$ cat src/rtl/svf_pkg.sv
// Shared types, constants and saturation helper for the state-variable filter.
package svf_pkg;

   localparam int ACC_W      = 32;
   localparam int COEF_W     = 26;
   localparam int DIGIT_W    = 2;
   localparam int PROD_W     = ACC_W + COEF_W;
   localparam int SHIFT_MIN  = 18;
   localparam int RND_W      = PROD_W - SHIFT_MIN;
   localparam int SUM_W      = RND_W + 2;
   localparam int COEF_FRAC  = 20;
   localparam int RECIP_FRAC = 24;
   localparam int GAIN_W     = 24;
   localparam int RECIP_W    = 25;
   localparam int CSR_IDX_W  = 2;
   localparam int CSR_DATA_W = 25;

   typedef logic signed [ACC_W-1:0]  acc_type;
   typedef logic [COEF_W-1:0]        coef_type;
   typedef logic signed [PROD_W-1:0] prod_type;
   typedef logic signed [RND_W-1:0]  rnd_type;
   typedef logic signed [SUM_W-1:0]  sum_type;
   typedef logic [GAIN_W-1:0]        gain_type;
   typedef logic [RECIP_W-1:0]       recip_type;

   typedef enum logic [CSR_IDX_W-1:0] {
      CSR_GAIN    = 2'd0,
      CSR_DAMPING = 2'd1,
      CSR_RECIP   = 2'd2
   } csr_index_type;

   localparam gain_type  GAIN_RESET  = 24'h10_0000;
   localparam gain_type  DAMP_RESET  = 24'h10_0000;
   localparam recip_type RECIP_RESET = 25'h040_0000;

   typedef struct packed {
      logic busy;
      logic done;
   } mul_stat_type;

   typedef struct packed {
      logic start;
      logic out_free;
   } core_ctl_type;

   typedef struct packed {
      logic idle;
      logic done;
   } core_stat_type;

   localparam sum_type ACC_HI = sum_type'(32'sh7FFF_FFFF);
   localparam sum_type ACC_LO = ~ACC_HI;

   function automatic acc_type sat_acc(input sum_type v);
      acc_type r;
      priority if (v > ACC_HI) begin
         r = ACC_HI[ACC_W-1:0];
      end else if (v < ACC_LO) begin
         r = ACC_LO[ACC_W-1:0];
      end else begin
         r = v[ACC_W-1:0];
      end
      return r;
   endfunction

endpackage

$ cat src/rtl/svf_channels.sv
// Handshake channel interfaces: sample input, response output, register write.
interface svf_req_if #(
   parameter int SAMPLE_BITS = 24
);
   logic                          valid;
   logic                          ready;
   logic signed [SAMPLE_BITS-1:0] audio_in;

   modport source (output valid, output audio_in, input ready);
   modport sink (input valid, input audio_in, output ready);
endinterface

interface svf_rsp_if #(
   parameter int SAMPLE_BITS = 24
);
   logic                          valid;
   logic                          ready;
   logic signed [SAMPLE_BITS-1:0] lowpass_out;
   logic signed [SAMPLE_BITS-1:0] highpass_out;
   logic signed [SAMPLE_BITS-1:0] bandpass_out;
   logic signed [SAMPLE_BITS-1:0] allpass_out;
   logic signed [SAMPLE_BITS-1:0] notch_out;
   logic signed [SAMPLE_BITS-1:0] peak_out;

   modport source (output valid, output lowpass_out, output highpass_out,
                   output bandpass_out, output allpass_out, output notch_out,
                   output peak_out, input ready);
   modport sink (input valid, input lowpass_out, input highpass_out,
                 input bandpass_out, input allpass_out, input notch_out,
                 input peak_out, output ready);
endinterface

interface svf_csr_if;
   logic                             valid;
   logic                             ready;
   logic [svf_pkg::CSR_IDX_W-1:0]    index;
   logic [svf_pkg::CSR_DATA_W-1:0]   data;

   modport source (output valid, output index, output data, input ready);
   modport sink (input valid, input index, input data, output ready);
endinterface

$ cat src/rtl/svf_mul.sv
// Radix-4 digit-serial multiplier: signed 32-bit signal times unsigned coefficient.
module svf_mul (
   input  logic                  clock,
   input  logic                  reset,
   input  logic                  start,
   input  svf_pkg::acc_type      sig,
   input  svf_pkg::coef_type     coef,
   output svf_pkg::prod_type     prod,
   output svf_pkg::mul_stat_type stat
);

   localparam int DIGITS = svf_pkg::COEF_W / svf_pkg::DIGIT_W;
   localparam int CNT_W  = $clog2(DIGITS + 1);
   localparam int PART_W = svf_pkg::ACC_W + svf_pkg::DIGIT_W;

   typedef logic signed [PART_W-1:0] part_type;

   part_type                     one_ff, one_in;
   part_type                     tri_ff, tri_in;
   part_type                     pp;
   svf_pkg::coef_type            coef_ff, coef_in;
   svf_pkg::prod_type            acc_ff, acc_in, acc_step;
   logic [CNT_W-1:0]             cnt_ff, cnt_in;
   logic                         busy_ff, busy_in;
   logic                         done_ff, done_in;
   logic [svf_pkg::DIGIT_W-1:0]  digit;

   // top digit of the coefficient shift register selects the partial product
   assign digit = coef_ff[svf_pkg::COEF_W-1 -: svf_pkg::DIGIT_W];

   always_comb begin
      unique case (digit)
         2'd0:    pp = '0;
         2'd1:    pp = one_ff;
         2'd2:    pp = one_ff <<< 1;
         2'd3:    pp = tri_ff;
         default: pp = '0;
      endcase
      acc_step = (acc_ff <<< svf_pkg::DIGIT_W) + svf_pkg::prod_type'(pp);
   end

   always_comb begin
      one_in  = one_ff;
      tri_in  = tri_ff;
      coef_in = coef_ff;
      acc_in  = acc_ff;
      cnt_in  = cnt_ff;
      busy_in = busy_ff;
      done_in = 1'b0;
      if (start) begin
         one_in  = part_type'(sig);
         tri_in  = part_type'(sig) + (part_type'(sig) <<< 1);
         coef_in = coef;
         acc_in  = '0;
         cnt_in  = CNT_W'(DIGITS);
         busy_in = 1'b1;
      end else if (busy_ff) begin
         acc_in  = acc_step;
         coef_in = coef_ff << svf_pkg::DIGIT_W;
         cnt_in  = cnt_ff - CNT_W'(1);
         if (cnt_ff == CNT_W'(1)) begin
            busy_in = 1'b0;
            done_in = 1'b1;
         end
      end
   end

   always_ff @(posedge clock) begin
      if (reset) begin
         cnt_ff  <= '0;
         busy_ff <= 1'b0;
         done_ff <= 1'b0;
      end else begin
         cnt_ff  <= cnt_in;
         busy_ff <= busy_in;
         done_ff <= done_in;
      end
   end

   always_ff @(posedge clock) begin
      one_ff  <= one_in;
      tri_ff  <= tri_in;
      coef_ff <= coef_in;
      acc_ff  <= acc_in;
   end

   assign prod = acc_ff;

   always_comb begin
      stat.busy = busy_ff;
      stat.done = done_ff;
   end

endmodule

$ cat src/rtl/svf_core.sv
// Filter sequencer: integrator states, rounding, saturation and response outputs.
module svf_core #(
   parameter int SAMPLE_BITS = 24
) (
   input  logic                          clock,
   input  logic                          reset,
   input  svf_pkg::core_ctl_type         ctl,
   input  logic signed [SAMPLE_BITS-1:0] audio,
   input  svf_pkg::gain_type             gain,
   input  svf_pkg::gain_type             damping,
   input  svf_pkg::recip_type            recip,
   output svf_pkg::core_stat_type        stat,
   output logic signed [SAMPLE_BITS-1:0] lowpass,
   output logic signed [SAMPLE_BITS-1:0] highpass,
   output logic signed [SAMPLE_BITS-1:0] bandpass,
   output logic signed [SAMPLE_BITS-1:0] allpass,
   output logic signed [SAMPLE_BITS-1:0] notch,
   output logic signed [SAMPLE_BITS-1:0] peak
);

   typedef enum logic [6:0] {
      ST_IDLE  = 7'b000_0001,
      ST_ISSUE = 7'b000_0010,
      ST_MUL   = 7'b000_0100,
      ST_RND   = 7'b000_1000,
      ST_POST  = 7'b001_0000,
      ST_POST2 = 7'b010_0000,
      ST_FIN   = 7'b100_0000
   } state_type;

   // multiply order within one sample
   typedef enum logic [2:0] {
      OP_DAMP,
      OP_NORM,
      OP_BAND,
      OP_LOW,
      OP_TAP
   } op_type;

   typedef logic signed [svf_pkg::ACC_W:0]  xs_type;
   typedef logic signed [svf_pkg::PROD_W:0] rsum_type;

   localparam logic [4:0] SH_COEF  = 5'(svf_pkg::COEF_FRAC);
   localparam logic [4:0] SH_RECIP = 5'(svf_pkg::RECIP_FRAC);
   localparam logic [4:0] SH_UBP   = 5'(svf_pkg::COEF_FRAC - 1);
   localparam logic [4:0] SH_WIDE  = 5'(svf_pkg::COEF_FRAC - 2);

   localparam svf_pkg::sum_type OUT_HI =
      (svf_pkg::sum_type'(1) <<< (SAMPLE_BITS - 1)) - svf_pkg::sum_type'(1);
   localparam svf_pkg::sum_type OUT_LO = ~OUT_HI;

   function automatic logic signed [SAMPLE_BITS-1:0] sat_out(input svf_pkg::sum_type v);
      logic signed [SAMPLE_BITS-1:0] r;
      priority if (v > OUT_HI) begin
         r = OUT_HI[SAMPLE_BITS-1:0];
      end else if (v < OUT_LO) begin
         r = OUT_LO[SAMPLE_BITS-1:0];
      end else begin
         r = v[SAMPLE_BITS-1:0];
      end
      return r;
   endfunction

   state_type                     state_ff, state_in;
   op_type                        op_ff, op_in, op_next;
   logic signed [SAMPLE_BITS-1:0] x_ff, x_in;
   xs_type                        xs_ff, xs_in;
   svf_pkg::coef_type             c_ff, c_in;
   svf_pkg::rnd_type              r_ff, r_in, w_ff, w_in, rnd_val;
   svf_pkg::acc_type              t_ff, t_in, hp_ff, hp_in, bp_ff, bp_in, lp_ff, lp_in;
   svf_pkg::acc_type              s1_ff, s1_in, s2_ff, s2_in;
   logic                          mul_start;
   svf_pkg::acc_type              mul_sig;
   svf_pkg::coef_type             mul_coef;
   svf_pkg::prod_type             mul_prod;
   svf_pkg::mul_stat_type         mul_stat;
   logic [4:0]                    rnd_sh;
   rsum_type                      rnd_half, rnd_sum, rnd_shift;

   svf_mul u_mul (
      .clock (clock),
      .reset (reset),
      .start (mul_start),
      .sig   (mul_sig),
      .coef  (mul_coef),
      .prod  (mul_prod),
      .stat  (mul_stat)
   );

   always_comb begin
      unique case (op_ff)
         OP_DAMP: begin
            mul_sig  = s1_ff;
            mul_coef = c_ff;
         end
         OP_NORM: begin
            mul_sig  = t_ff;
            mul_coef = svf_pkg::coef_type'(recip);
         end
         OP_BAND: begin
            mul_sig  = hp_ff;
            mul_coef = svf_pkg::coef_type'(gain);
         end
         OP_LOW: begin
            mul_sig  = bp_ff;
            mul_coef = svf_pkg::coef_type'(gain);
         end
         OP_TAP: begin
            mul_sig  = bp_ff;
            mul_coef = svf_pkg::coef_type'(damping);
         end
         default: begin
            mul_sig  = s1_ff;
            mul_coef = c_ff;
         end
      endcase
   end

   // bp*R product: 2R*bp rounds at one bit less, 4R*bp at two bits less
   always_comb begin
      priority if (state_ff == ST_POST) begin
         rnd_sh = SH_WIDE;
      end else if (op_ff == OP_NORM) begin
         rnd_sh = SH_RECIP;
      end else if (op_ff == OP_TAP) begin
         rnd_sh = SH_UBP;
      end else begin
         rnd_sh = SH_COEF;
      end
      rnd_half  = rsum_type'(1) <<< (rnd_sh - 5'd1);
      rnd_sum   = rsum_type'(mul_prod) + rnd_half;
      rnd_shift = rnd_sum >>> rnd_sh;
      rnd_val   = rnd_shift[svf_pkg::RND_W-1:0];
   end

   always_comb begin
      unique case (op_ff)
         OP_DAMP: op_next = OP_NORM;
         OP_NORM: op_next = OP_BAND;
         OP_BAND: op_next = OP_LOW;
         OP_LOW:  op_next = OP_TAP;
         default: op_next = OP_DAMP;
      endcase
   end

   always_comb begin
      state_in  = state_ff;
      op_in     = op_ff;
      x_in      = x_ff;
      xs_in     = xs_ff;
      c_in      = c_ff;
      r_in      = r_ff;
      w_in      = w_ff;
      t_in      = t_ff;
      hp_in     = hp_ff;
      bp_in     = bp_ff;
      lp_in     = lp_ff;
      s1_in     = s1_ff;
      s2_in     = s2_ff;
      mul_start = 1'b0;
      stat      = '0;
      stat.idle = (state_ff == ST_IDLE);
      unique case (state_ff)
         ST_IDLE: begin
            if (ctl.start) begin
               x_in     = audio;
               xs_in    = xs_type'(audio) - xs_type'(s2_ff);
               c_in     = svf_pkg::coef_type'({damping, 1'b0}) + svf_pkg::coef_type'(gain);
               op_in    = OP_DAMP;
               state_in = ST_ISSUE;
            end
         end
         ST_ISSUE: begin
            if (!mul_stat.busy) begin
               mul_start = 1'b1;
               state_in  = ST_MUL;
            end
         end
         ST_MUL: begin
            if (mul_stat.done) begin
               state_in = ST_RND;
            end
         end
         ST_RND: begin
            r_in     = rnd_val;
            state_in = ST_POST;
         end
         ST_POST: begin
            op_in    = op_next;
            state_in = ST_ISSUE;
            unique case (op_ff)
               OP_DAMP: begin
                  t_in = svf_pkg::sat_acc(svf_pkg::sum_type'(xs_ff) - svf_pkg::sum_type'(r_ff));
               end
               OP_NORM: begin
                  hp_in = svf_pkg::sat_acc(svf_pkg::sum_type'(r_ff));
               end
               OP_BAND: begin
                  bp_in    = svf_pkg::sat_acc(svf_pkg::sum_type'(r_ff) +
                                              svf_pkg::sum_type'(s1_ff));
                  op_in    = op_ff;
                  state_in = ST_POST2;
               end
               OP_LOW: begin
                  lp_in    = svf_pkg::sat_acc(svf_pkg::sum_type'(r_ff) +
                                              svf_pkg::sum_type'(s2_ff));
                  op_in    = op_ff;
                  state_in = ST_POST2;
               end
               OP_TAP: begin
                  w_in     = rnd_val;
                  op_in    = op_ff;
                  state_in = ST_FIN;
               end
               default: ;
            endcase
         end
         ST_POST2: begin
            op_in    = op_next;
            state_in = ST_ISSUE;
            if (op_ff == OP_BAND) begin
               s1_in = svf_pkg::sat_acc(svf_pkg::sum_type'(r_ff) + svf_pkg::sum_type'(bp_ff));
            end else begin
               s2_in = svf_pkg::sat_acc(svf_pkg::sum_type'(r_ff) + svf_pkg::sum_type'(lp_ff));
            end
         end
         ST_FIN: begin
            if (ctl.out_free) begin
               stat.done = 1'b1;
               state_in  = ST_IDLE;
            end
         end
         default: state_in = ST_IDLE;
      endcase
   end

   always_ff @(posedge clock) begin
      if (reset) begin
         state_ff <= ST_IDLE;
         op_ff    <= OP_DAMP;
         s1_ff    <= '0;
         s2_ff    <= '0;
      end else begin
         state_ff <= state_in;
         op_ff    <= op_in;
         s1_ff    <= s1_in;
         s2_ff    <= s2_in;
      end
   end

   always_ff @(posedge clock) begin
      x_ff  <= x_in;
      xs_ff <= xs_in;
      c_ff  <= c_in;
      r_ff  <= r_in;
      w_ff  <= w_in;
      t_ff  <= t_in;
      hp_ff <= hp_in;
      bp_ff <= bp_in;
      lp_ff <= lp_in;
   end

   // r_ff holds 2R*bp and w_ff holds 4R*bp once the last multiply is done
   assign lowpass  = sat_out(svf_pkg::sum_type'(lp_ff));
   assign highpass = sat_out(svf_pkg::sum_type'(hp_ff));
   assign bandpass = sat_out(svf_pkg::sum_type'(r_ff));
   assign allpass  = sat_out(svf_pkg::sum_type'(x_ff) - svf_pkg::sum_type'(w_ff));
   assign notch    = sat_out(svf_pkg::sum_type'(x_ff) - svf_pkg::sum_type'(r_ff));
   assign peak     = sat_out(svf_pkg::sum_type'(lp_ff) - svf_pkg::sum_type'(hp_ff));

endmodule

$ cat src/rtl/state_variable_filter_multimode.sv
// Top level of the multimode state-variable filter: register file, core and response register.
// Response: rsp valid is registered from the core's done strobe after all five multiplies, if the response
//    register is free by then; otherwise the core holds in its final step until it is.
// Flow: a new req beat is taken only once the core is idle again, as five 13-digit radix-4 multiplies
//    that share one serial multiplier; req is taken while a response waits.
// Reset: clears both integrators and the handshakes, loads g = 1.0, R = 1.0, recip = 0.25.
module state_variable_filter_multimode #(
   parameter int SAMPLE_BITS = 24
) (
   input  logic       clock,
   input  logic       reset,
   svf_req_if.sink    req_chan,
   svf_rsp_if.source  rsp_chan,
   svf_csr_if.sink    csr_chan
);

   svf_pkg::gain_type             gain_ff, gain_in;
   svf_pkg::gain_type             damp_ff, damp_in;
   svf_pkg::recip_type            recip_ff, recip_in;
   logic                          rsp_valid_ff, rsp_valid_in;
   logic signed [SAMPLE_BITS-1:0] lp_ff, hp_ff, bp_ff, ap_ff, notch_ff, peak_ff;
   logic signed [SAMPLE_BITS-1:0] core_lp, core_hp, core_bp, core_ap, core_notch, core_peak;
   svf_pkg::core_ctl_type         core_ctl;
   svf_pkg::core_stat_type        core_stat;

   assign csr_chan.ready = 1'b1;

   always_comb begin
      gain_in  = gain_ff;
      damp_in  = damp_ff;
      recip_in = recip_ff;
      if (csr_chan.valid && csr_chan.ready) begin
         unique case (csr_chan.index)
            svf_pkg::CSR_GAIN:    gain_in  = csr_chan.data[svf_pkg::GAIN_W-1:0];
            svf_pkg::CSR_DAMPING: damp_in  = csr_chan.data[svf_pkg::GAIN_W-1:0];
            svf_pkg::CSR_RECIP:   recip_in = csr_chan.data[svf_pkg::RECIP_W-1:0];
            default: ;
         endcase
      end
   end

   always_ff @(posedge clock) begin
      if (reset) begin
         gain_ff  <= svf_pkg::GAIN_RESET;
         damp_ff  <= svf_pkg::DAMP_RESET;
         recip_ff <= svf_pkg::RECIP_RESET;
      end else begin
         gain_ff  <= gain_in;
         damp_ff  <= damp_in;
         recip_ff <= recip_in;
      end
   end

   assign req_chan.ready    = core_stat.idle;
   assign core_ctl.start    = req_chan.valid && req_chan.ready;
   assign core_ctl.out_free = !rsp_valid_ff || rsp_chan.ready;

   svf_core #(
      .SAMPLE_BITS (SAMPLE_BITS)
   ) u_core (
      .clock    (clock),
      .reset    (reset),
      .ctl      (core_ctl),
      .audio    (req_chan.audio_in),
      .gain     (gain_ff),
      .damping  (damp_ff),
      .recip    (recip_ff),
      .stat     (core_stat),
      .lowpass  (core_lp),
      .highpass (core_hp),
      .bandpass (core_bp),
      .allpass  (core_ap),
      .notch    (core_notch),
      .peak     (core_peak)
   );

   always_comb begin
      rsp_valid_in = rsp_valid_ff;
      if (core_stat.done) begin
         rsp_valid_in = 1'b1;
      end else if (rsp_chan.ready) begin
         rsp_valid_in = 1'b0;
      end
   end

   always_ff @(posedge clock) begin
      if (reset) begin
         rsp_valid_ff <= 1'b0;
      end else begin
         rsp_valid_ff <= rsp_valid_in;
      end
   end

   always_ff @(posedge clock) begin
      if (core_stat.done) begin
         lp_ff    <= core_lp;
         hp_ff    <= core_hp;
         bp_ff    <= core_bp;
         ap_ff    <= core_ap;
         notch_ff <= core_notch;
         peak_ff  <= core_peak;
      end
   end

   assign rsp_chan.valid        = rsp_valid_ff;
   assign rsp_chan.lowpass_out  = lp_ff;
   assign rsp_chan.highpass_out = hp_ff;
   assign rsp_chan.bandpass_out = bp_ff;
   assign rsp_chan.allpass_out  = ap_ff;
   assign rsp_chan.notch_out    = notch_ff;
   assign rsp_chan.peak_out     = peak_ff;

endmodule

$ cat src/flat_wrapper.sv
// flat-port wrapper written by rule: the top's interface ports become plain ports
module state_variable_filter_multimode_flat 
#(
   parameter int SAMPLE_BITS = 24
)
  (clock, reset, req_chan_valid, req_chan_audio_in, req_chan_ready, rsp_chan_valid, rsp_chan_lowpass_out, rsp_chan_highpass_out, rsp_chan_bandpass_out, rsp_chan_allpass_out, rsp_chan_notch_out, rsp_chan_peak_out, rsp_chan_ready, csr_chan_valid, csr_chan_index, csr_chan_data, csr_chan_ready);
  svf_req_if #(.SAMPLE_BITS(SAMPLE_BITS)) req_chan_i ();
  svf_rsp_if #(.SAMPLE_BITS(SAMPLE_BITS)) rsp_chan_i ();
  svf_csr_if csr_chan_i ();
  input  logic clock;
  input  logic reset;
  input wire logic [$bits(req_chan_i.valid)-1:0] req_chan_valid;
  input wire logic [$bits(req_chan_i.audio_in)-1:0] req_chan_audio_in;
  output wire logic [$bits(req_chan_i.ready)-1:0] req_chan_ready;
  output wire logic [$bits(rsp_chan_i.valid)-1:0] rsp_chan_valid;
  output wire logic [$bits(rsp_chan_i.lowpass_out)-1:0] rsp_chan_lowpass_out;
  output wire logic [$bits(rsp_chan_i.highpass_out)-1:0] rsp_chan_highpass_out;
  output wire logic [$bits(rsp_chan_i.bandpass_out)-1:0] rsp_chan_bandpass_out;
  output wire logic [$bits(rsp_chan_i.allpass_out)-1:0] rsp_chan_allpass_out;
  output wire logic [$bits(rsp_chan_i.notch_out)-1:0] rsp_chan_notch_out;
  output wire logic [$bits(rsp_chan_i.peak_out)-1:0] rsp_chan_peak_out;
  input wire logic [$bits(rsp_chan_i.ready)-1:0] rsp_chan_ready;
  input wire logic [$bits(csr_chan_i.valid)-1:0] csr_chan_valid;
  input wire logic [$bits(csr_chan_i.index)-1:0] csr_chan_index;
  input wire logic [$bits(csr_chan_i.data)-1:0] csr_chan_data;
  output wire logic [$bits(csr_chan_i.ready)-1:0] csr_chan_ready;
  assign req_chan_i.valid = req_chan_valid;
  assign req_chan_i.audio_in = req_chan_audio_in;
  assign req_chan_ready = req_chan_i.ready;
  assign rsp_chan_valid = rsp_chan_i.valid;
  assign rsp_chan_lowpass_out = rsp_chan_i.lowpass_out;
  assign rsp_chan_highpass_out = rsp_chan_i.highpass_out;
  assign rsp_chan_bandpass_out = rsp_chan_i.bandpass_out;
  assign rsp_chan_allpass_out = rsp_chan_i.allpass_out;
  assign rsp_chan_notch_out = rsp_chan_i.notch_out;
  assign rsp_chan_peak_out = rsp_chan_i.peak_out;
  assign rsp_chan_i.ready = rsp_chan_ready;
  assign csr_chan_i.valid = csr_chan_valid;
  assign csr_chan_i.index = csr_chan_index;
  assign csr_chan_i.data = csr_chan_data;
  assign csr_chan_ready = csr_chan_i.ready;
  state_variable_filter_multimode #(.SAMPLE_BITS(SAMPLE_BITS)) u_core (.clock(clock), .reset(reset), .req_chan(req_chan_i), .rsp_chan(rsp_chan_i), .csr_chan(csr_chan_i));
endmodule
$ cat config.mk
export PLATFORM = sky130hd
export DESIGN_NAME = state_variable_filter_multimode_flat
export DESIGN_NICKNAME = d
export VERILOG_FILES = /design/src/rtl/svf_pkg.sv /design/src/rtl/svf_channels.sv /design/src/rtl/svf_mul.sv /design/src/rtl/svf_core.sv /design/src/rtl/state_variable_filter_multimode.sv /design/src/flat_wrapper.sv
export SDC_FILE = /design/constraint.sdc
export NUM_CORES = 2
export LEC_CHECK = 0
export BUFFER_PORTS_ARGS = -buffer_cell sky130_fd_sc_hd__buf_2
export CORE_MARGIN = 10
export CORE_UTILIZATION = 50
export DETAILED_ROUTE_END_ITERATION = 8
export PLACE_DENSITY_LB_ADDON = 0.25
export SLEW_MARGIN = 20
export SYNTH_ARGS = -nofsm -noshare
export SYNTH_HDL_FRONTEND = slang
export SYNTH_HIERARCHICAL = 1
export SYNTH_SLANG_ARGS = --single-unit
$ cat constraint.sdc
create_clock -name clock -period 7.9 [get_ports clock]
set_input_delay 0.79 -clock clock [delete_from_list [all_inputs] [get_ports clock]]
set_output_delay 0.79 -clock clock [all_outputs]
set_load 0.01 [all_outputs]
; ---- After elaboration in Yosys (flattened, before gate mapping)
; Index checks and enable logic that the tools add are counted.
[classes]
addsub = 15
magnitude_cmp = 24
eq_ne = 22
n_shift = 2
n_mux = 44
bitwise_logic = 2
n_reduce_logical = 27
[op_table]
columns = operator, n
row1 = 2-to-1 mux 32 bit, 8
row2 = > comparator 41 x 32 -> 1 bit (second input constant), 5
row3 = < comparator 41 x 32 -> 1 bit (second input constant), 5
row4 = adder 40 x 32 -> 41 bit, 4
row5 = 2-to-1 mux 24 bit, 6
row6 = one-hot mux 34 bit (4 select lines), 1
row7 = one-hot mux 32 bit (3 select lines), 1
row8 = > comparator 41 x 24 -> 1 bit (second input constant), 2
row9 = < comparator 41 x 24 -> 1 bit (second input constant), 2
row10 = subtractor 24 x 40 -> 41 bit, 2
row11 = one-hot mux 26 bit (3 select lines), 1
row12 = > comparator 32 x 24 -> 1 bit (second input constant), 2
row13 = < comparator 32 x 24 -> 1 bit (second input constant), 2
row14 = adder 58 x 59 -> 59 bit, 1
row15 = <<< shifter 2 x 5 -> 59 bit (first input constant), 1
row16 = >>> shifter 59 x 5 -> 40 bit, 1
row17 = adder 58 x 34 -> 58 bit, 1
row18 = 2-to-1 mux 26 bit, 2
row19 = one-hot mux 7 bit (7 select lines), 1
row20 = subtractor 33 x 40 -> 41 bit, 1
row21 = > comparator 40 x 24 -> 1 bit (second input constant), 1
row22 = > comparator 40 x 32 -> 1 bit (second input constant), 1
row23 = < comparator 40 x 24 -> 1 bit (second input constant), 1
row24 = < comparator 40 x 32 -> 1 bit (second input constant), 1
row25 = other kinds (43), 83
[totals]
register_bits = 739
in_bits = 56
out_inout_bits = 147
elab_cells = 167

; ---- Logic depth before layout (Yosys ltp)
[depth]
word_depth = 8
mapped_depth = 29

; ---- Hierarchy
; The synthesis kept the hierarchy.
[by_module_without_submodules]
columns = module, n_inst, cells_per_inst, area_each_um2, seq_area_each_um2
row1 = svf_core, 1, 4581, 38659.6, 10219.8
row2 = svf_mul, 1, 1124, 10543.9, 3983.8
row3 = state_variable_filter_multimode, 1, 421, 7322.0, 5805.6

; ---- Worst setup path after synthesis
; No wires, ideal clock.
[synth_path]
path_kind = reg2reg
startpoint = register u_core.u_core.state_ff[2]
endpoint = register u_core.u_core.r_ff[31] (data pin)
arrival_time_ns = 5.729
t_required_ns = 7.616
setup_slack_ns = 1.887
path_stages_with_launch = 30
n_path_buf = 4
synth_period_minus_slack_ns = 6.013
path_cell_list = dfxtp_1 clkbuf_1 or3_1 nor3_1 nand2_1 inv_1 clkbuf_1 nor2_1 nor2_1 inv_1 clkbuf_1 ha_1 nand2_1 nand2_1 xnor2_1 nor2_1 ha_1 o21a_1 o211ai_1 nand2_1 and2_1 a31oi_1 o21ai_0 a31oi_1 clkbuf_1 nor3_1 xnor2_1 nand2_1 o21ai_0 o221ai_1
[synth_via]
elab_chain_len = 6
[synth_rtl]
columns = item, line_no
row1 = "start, declared", svf_core.sv:64  ; state_type state_ff, state_in;
row2 = "start signal, assigned", svf_core.sv:244  ; state_ff <= state_in;
row3 = equality test 7 x 5 -> 1 bit *, svf_core.sv:121  ; priority if (state_ff == ST_POST) begin
row4 = 2-to-1 mux 4 bit *, svf_core.sv:121
row5 = subtractor 5 x 1 -> 5 bit, svf_core.sv:130  ; rnd_half = rsum_type'(1) <<< (rnd_sh - 5'd1);
row6 = <<< shifter 2 x 5 -> 59 bit, svf_core.sv:130
row7 = adder 58 x 59 -> 59 bit, svf_core.sv:131  ; rnd_sum = rsum_type'(mul_prod) + rnd_half;
row8 = >>> shifter 59 x 5 -> 40 bit *, svf_core.sv:132  ; rnd_shift = rnd_sum >>> rnd_sh;
row9 = named net u_core.u_core.rnd_shift[31], svf_core.sv:78  ; rsum_type rnd_half, rnd_sum, rnd_shift;
row10 = "end signal, assigned", svf_core.sv:255  ; r_ff <= r_in;
row11 = "end, declared", svf_core.sv:69  ; svf_pkg::rnd_type r_ff, r_in, w_ff, w_in, rnd_val;
; The timed path passes the listed nets; every way through them passes the cells marked *.
; A chain may end at the register's enable or synchronous reset.

; ---- Worst setup path after layout
[layout_path]
startpoint = register u_core.u_core.state_ff[2]
endpoint = register u_core.u_core.r_ff[37] (data pin)
; The elaborated chain is that of the path after synthesis.

==> metrics.md <==
| Metric | Value |
|---|---|
| Drt drc | 0 |
| # setup viols final | 0 |
| Max VDD drop | 0.000166 V |
| Part of the Yosys area used for sequential elements | 0.354 |
| # port buffers | 201 |
| First-pass GRT wire length | 285000 um |
| Outcome | finished clean |
| Share of layout cells above drive strength 1 | 0.0978 |
| Die W | 356 um |
| Total wire length | 190000 um |
| Clk sink count | 737 |
| F_max | 138 MHz |
| CP required | 8.29 ns |
| CP startpoint | u_core/u_core/state_ff[2]$_SDFFE_PP0P_ |
| Pin count of the biggest net entering global routing | 101 |
| Post-CTS setup buffers | 0 |
| TritonCTS clock tree | yes |
| RR Endpoint | u_core/u_core/r_ff[37]$_DFFE_PP_ |
| Avg Cell Area, Syn | 9.23 um2 |
| RSZ-0062 raised after global routing | false |
| FFs w/ async S/R, synth | 0 |
| Worst-Margin Slew | 1.18 ns |
| Pwr Density | 206 nW/um2 |
| Crit path depth | 28 |
| Cell count after placement | 7638 |
| Post-Layout Cell Count | 7799 |
| CTS max path bufs | 3 |
| Crit Path Category | reg2reg |
| Leak pwr | 25.9 nW |
| Worst Path Buf+Inv | 5 |
| P&R area growth vs syn | 9.90% |
| Syn Std Cell Area | 56500 um2 |
| PostCTS Resize Cnt | 0 |
| Relative slew slack | 0.213 |
| R2R cell count | 28 |
| H-tree depth | 3 |
| Hold WS | 0.323 ns |
| Hold Fails Final Rpt | 0 |
| Number of distinct library cells after synthesis | 105 |
| Cells after Synth | 6126 |
| Final period util | 0.917 |
| Die Ht | 356 um |
| Vias post-DR | 49099 |
| Endpoint class of the critical path | register |
| Number of global-route vias before repair | 46617 |
| Num rows | 123 |
| Max-slew violation count | 0 |
| Reg2reg start | u_core/u_core/state_ff[2]$_SDFFE_PP0P_ |
| Synth Register Bits | 737 |
| Placer Congestion | 0.960 |
| End of the critical path | u_core/u_core/r_ff[37]$_DFFE_PP_ |
| Core region area | 112000 um2 |
| GRT Util Overall | 0.288 |
| Clk_skew | 0.0296 ns |
| Clk Latency, worst-skew pair | 0.69 ns |
| Startpoint type of the worst setup path | register |
| Vias per cell | 6.30 |
| First-pass DRT Iterations | 6 |
| CTS buffer count | 85 |
| Worst path max stage delay | 0.50 ns |
| CP dominant cell by count | nand2_1 |
| Initial core utilization | 0.503 |
| Slowest-stage cell, CP | nor3_1 |
| Root Buffer | clkbuf_16 |
| Critical Path AT | 7.63 ns |
| Max_cap viols | 0 |
| Total negative slack | 0 ns |
| Hold Crit Start | req_chan_audio_in[15] |
| Number of I/O pins | 203 |
| DR WL/cell | 24.4 um |
| Fill cells | 10168 |
| Minimum clock period | 7.24 ns |
| Worst min-delay path category | in2reg |
| Die ar. | 127000 um2 |
| Post-DP HPWL | 143000 um |
| Top_reg_cell synth | edfxtp_1 |
| Delay-heaviest family, CP | simple AND/OR/NAND/NOR gates |
| Flop2flop setup slack | 0.66 ns |
| Nets | 6757 |
| Number of synthesized flops with an enable pin | 525 |
| Overflow after GRT | 0 |
| CTS Hold Bufs | 0 |
| Worst-path clk slew | 0.06 ns |
| Final ANT Viol Nets | 0 |
| DRT iter0 DRCs | 5300 |
| Crit-path max FO | 27 |
| Yosys warning count | 6 |
| Initial antenna violation count | 8 |
## final cells by class
cell class / instances / area [um2] / share of cell area
diodes: 2 / 5.00 / 0.0000806
flip-flops and latches: 737 / 20000 / 0.322
well taps: 1500 / 1880 / 0.0302
clock inverters: 51 / 647 / 0.0104
inverters: 282 / 1060 / 0.0171
clock buffers: 108 / 2330 / 0.0375
repair buffers: 278 / 1590 / 0.0255
multi-input cells: 4841 / 34600 / 0.557
## cell families (layout without fill, tap and decap cells)
group / count (synthesis) / in the layout / synth area share
and+or+nand+nor: 1573 / 1573 / 0.137
DFF: 737 / 737 / 0.354
xor gates and xnor gates: 456 / 456 / 0.0707
adders and majority gates: 477 / 477 / 0.107
other: 2 / 25 / 0.000133
muxes: 298 / 298 / 0.0610
AOI/OAI and AO/OA: 2014 / 2014 / 0.231
buffers and inverters: 569 / 719 / 0.0389
## cells in the final DEF (no fill, tap or decap), types with 40 or more instances in the layout
cell type	count
mux2i_1	204
nand4_1	78
nor2_1	404
o21a_1	78
nand3_1	121
a21oi_1	510
inv_1	278
nor2b_1	58
buf_2	200
nand2b_1	144
ha_1	464
o21bai_1	63
nand2_1	405
a211oi_1	78
and3_1	56
a31oi_1	55
mux2_2	63
a221oi_1	43
nor3_1	83
xnor2_1	279
edfxtp_1	525
o211ai_1	42
nor4_1	40
dfxtp_1	208
o21ai_1	44
buf_4	78
o21ai_0	454
xor2_1	177
a21o_1	306
clkbuf_16	88
## Yosys cell counts (14+ instances only)
cell type  count  area share
a211o_1       19      0.0029
a211oi_1      78       0.010
a21boi_0      16      0.0021
a21o_1       306       0.041
a21oi_1      513       0.045
a221o_1       39      0.0069
a221oi_1      43      0.0067
a22o_1        37      0.0057
a31oi_1       57      0.0063
a41oi_1       16      0.0025
and2_1        39      0.0043
and3_1        57      0.0063
and4_1        16      0.0025
buf_1         32      0.0021
clkbuf_1     231       0.015
dfxtp_1      212       0.075
edfxtp_1     525        0.28
ha_1         464        0.10
inv_1        281       0.019
mux2_2        63       0.013
mux2i_1      204       0.036
mux4_2        31       0.012
nand2_1      406       0.027
nand2b_1     144       0.016
nand3_1      122       0.011
nand4_1       78      0.0086
nor2_1       412       0.027
nor2b_1       60      0.0066
nor3_1        83      0.0073
nor4_1        41      0.0045
o211ai_1      42      0.0056
o21a_1        78       0.010
o21ai_0      454       0.040
o21ai_1       46      0.0041
o21bai_1      63      0.0084
o221ai_1      14      0.0022
o31ai_1       25      0.0033
or2_2         19      0.0021
or3_1         28      0.0031
xnor2_1      279       0.043
xor2_1       177       0.027
## registers in the layout, indices dropped and copies added, names as in the netlist, 25 cells and up
register and flops:
u_core/u_core/u_mul/prod 58, u_core/u_core/r_ff 40, u_core/u_core/w_ff 40, u_core/u_core/xs_ff 33, u_core/u_core/bp_ff 32, u_core/u_core/hp_ff 32
u_core/u_core/lp_ff 32, u_core/u_core/s1_ff 32, u_core/u_core/s2_ff 32, u_core/u_core/t_ff 32, u_core/u_core/u_mul/one_ff 32, u_core/u_core/u_mul/tri_ff 32
u_core/u_core/c_ff 26, u_core/u_core/u_mul/coef_ff 26, u_core/recip_ff 25
## metal layers
layer / global-route usage / wire (um)
met4: 0.131 / 9910
met1: 0.387 / 80100
met3: 0.0537 / 17000
met2: 0.450 / 83300
met5: 0 / 16
## stage by stage
step / power (mW) / util / cell area (um2) / setup slack, ns
after floorplan: 7.57 / - / 56600 / 1.89
after global placement: 8.51 / 0.526 / 59100 / 1.01
after detailed placement: 8.54 / 0.526 / 59100 / 0.837
after CTS: 12.8 / 0.553 / 62100 / 0.792
after global routing: 13.5 / 0.553 / 62100 / 0.0837
final: 12.8 / 0.553 / 62100 / 0.655
## worst min-delay path by stage
| stage | to | slack, ns | cells after the start |
|---|---|---|---|
| floorplan | u_core/u_core/c_ff[0]$_DFFE_PP_ | 0.43 | 0 |
| global placement | u_core/u_core/c_ff[0]$_DFFE_PP_ | 0.45 | 0 |
| detailed placement | u_core/u_core/c_ff[0]$_DFFE_PP_ | 0.46 | 0 |
| CTS | u_core/u_core/x_ff[15]$_DFFE_PP_ | 0.28 | 1 |
| global route | u_core/u_core/x_ff[15]$_DFFE_PP_ | 0.30 | 1 |
| finish | u_core/u_core/x_ff[15]$_DFFE_PP_ | 0.32 | 1 |
## power breakdown
part | switching, mW | internal (mW) | total (mW)
registers | 0.409 | 4.54 | 4.94
clock network | 1.77 | 2.48 | 4.25
logic | 2.22 | 1.40 | 3.62
total | 4.40 | 8.41 | 12.8
Power figures use the tool's default switching activity.
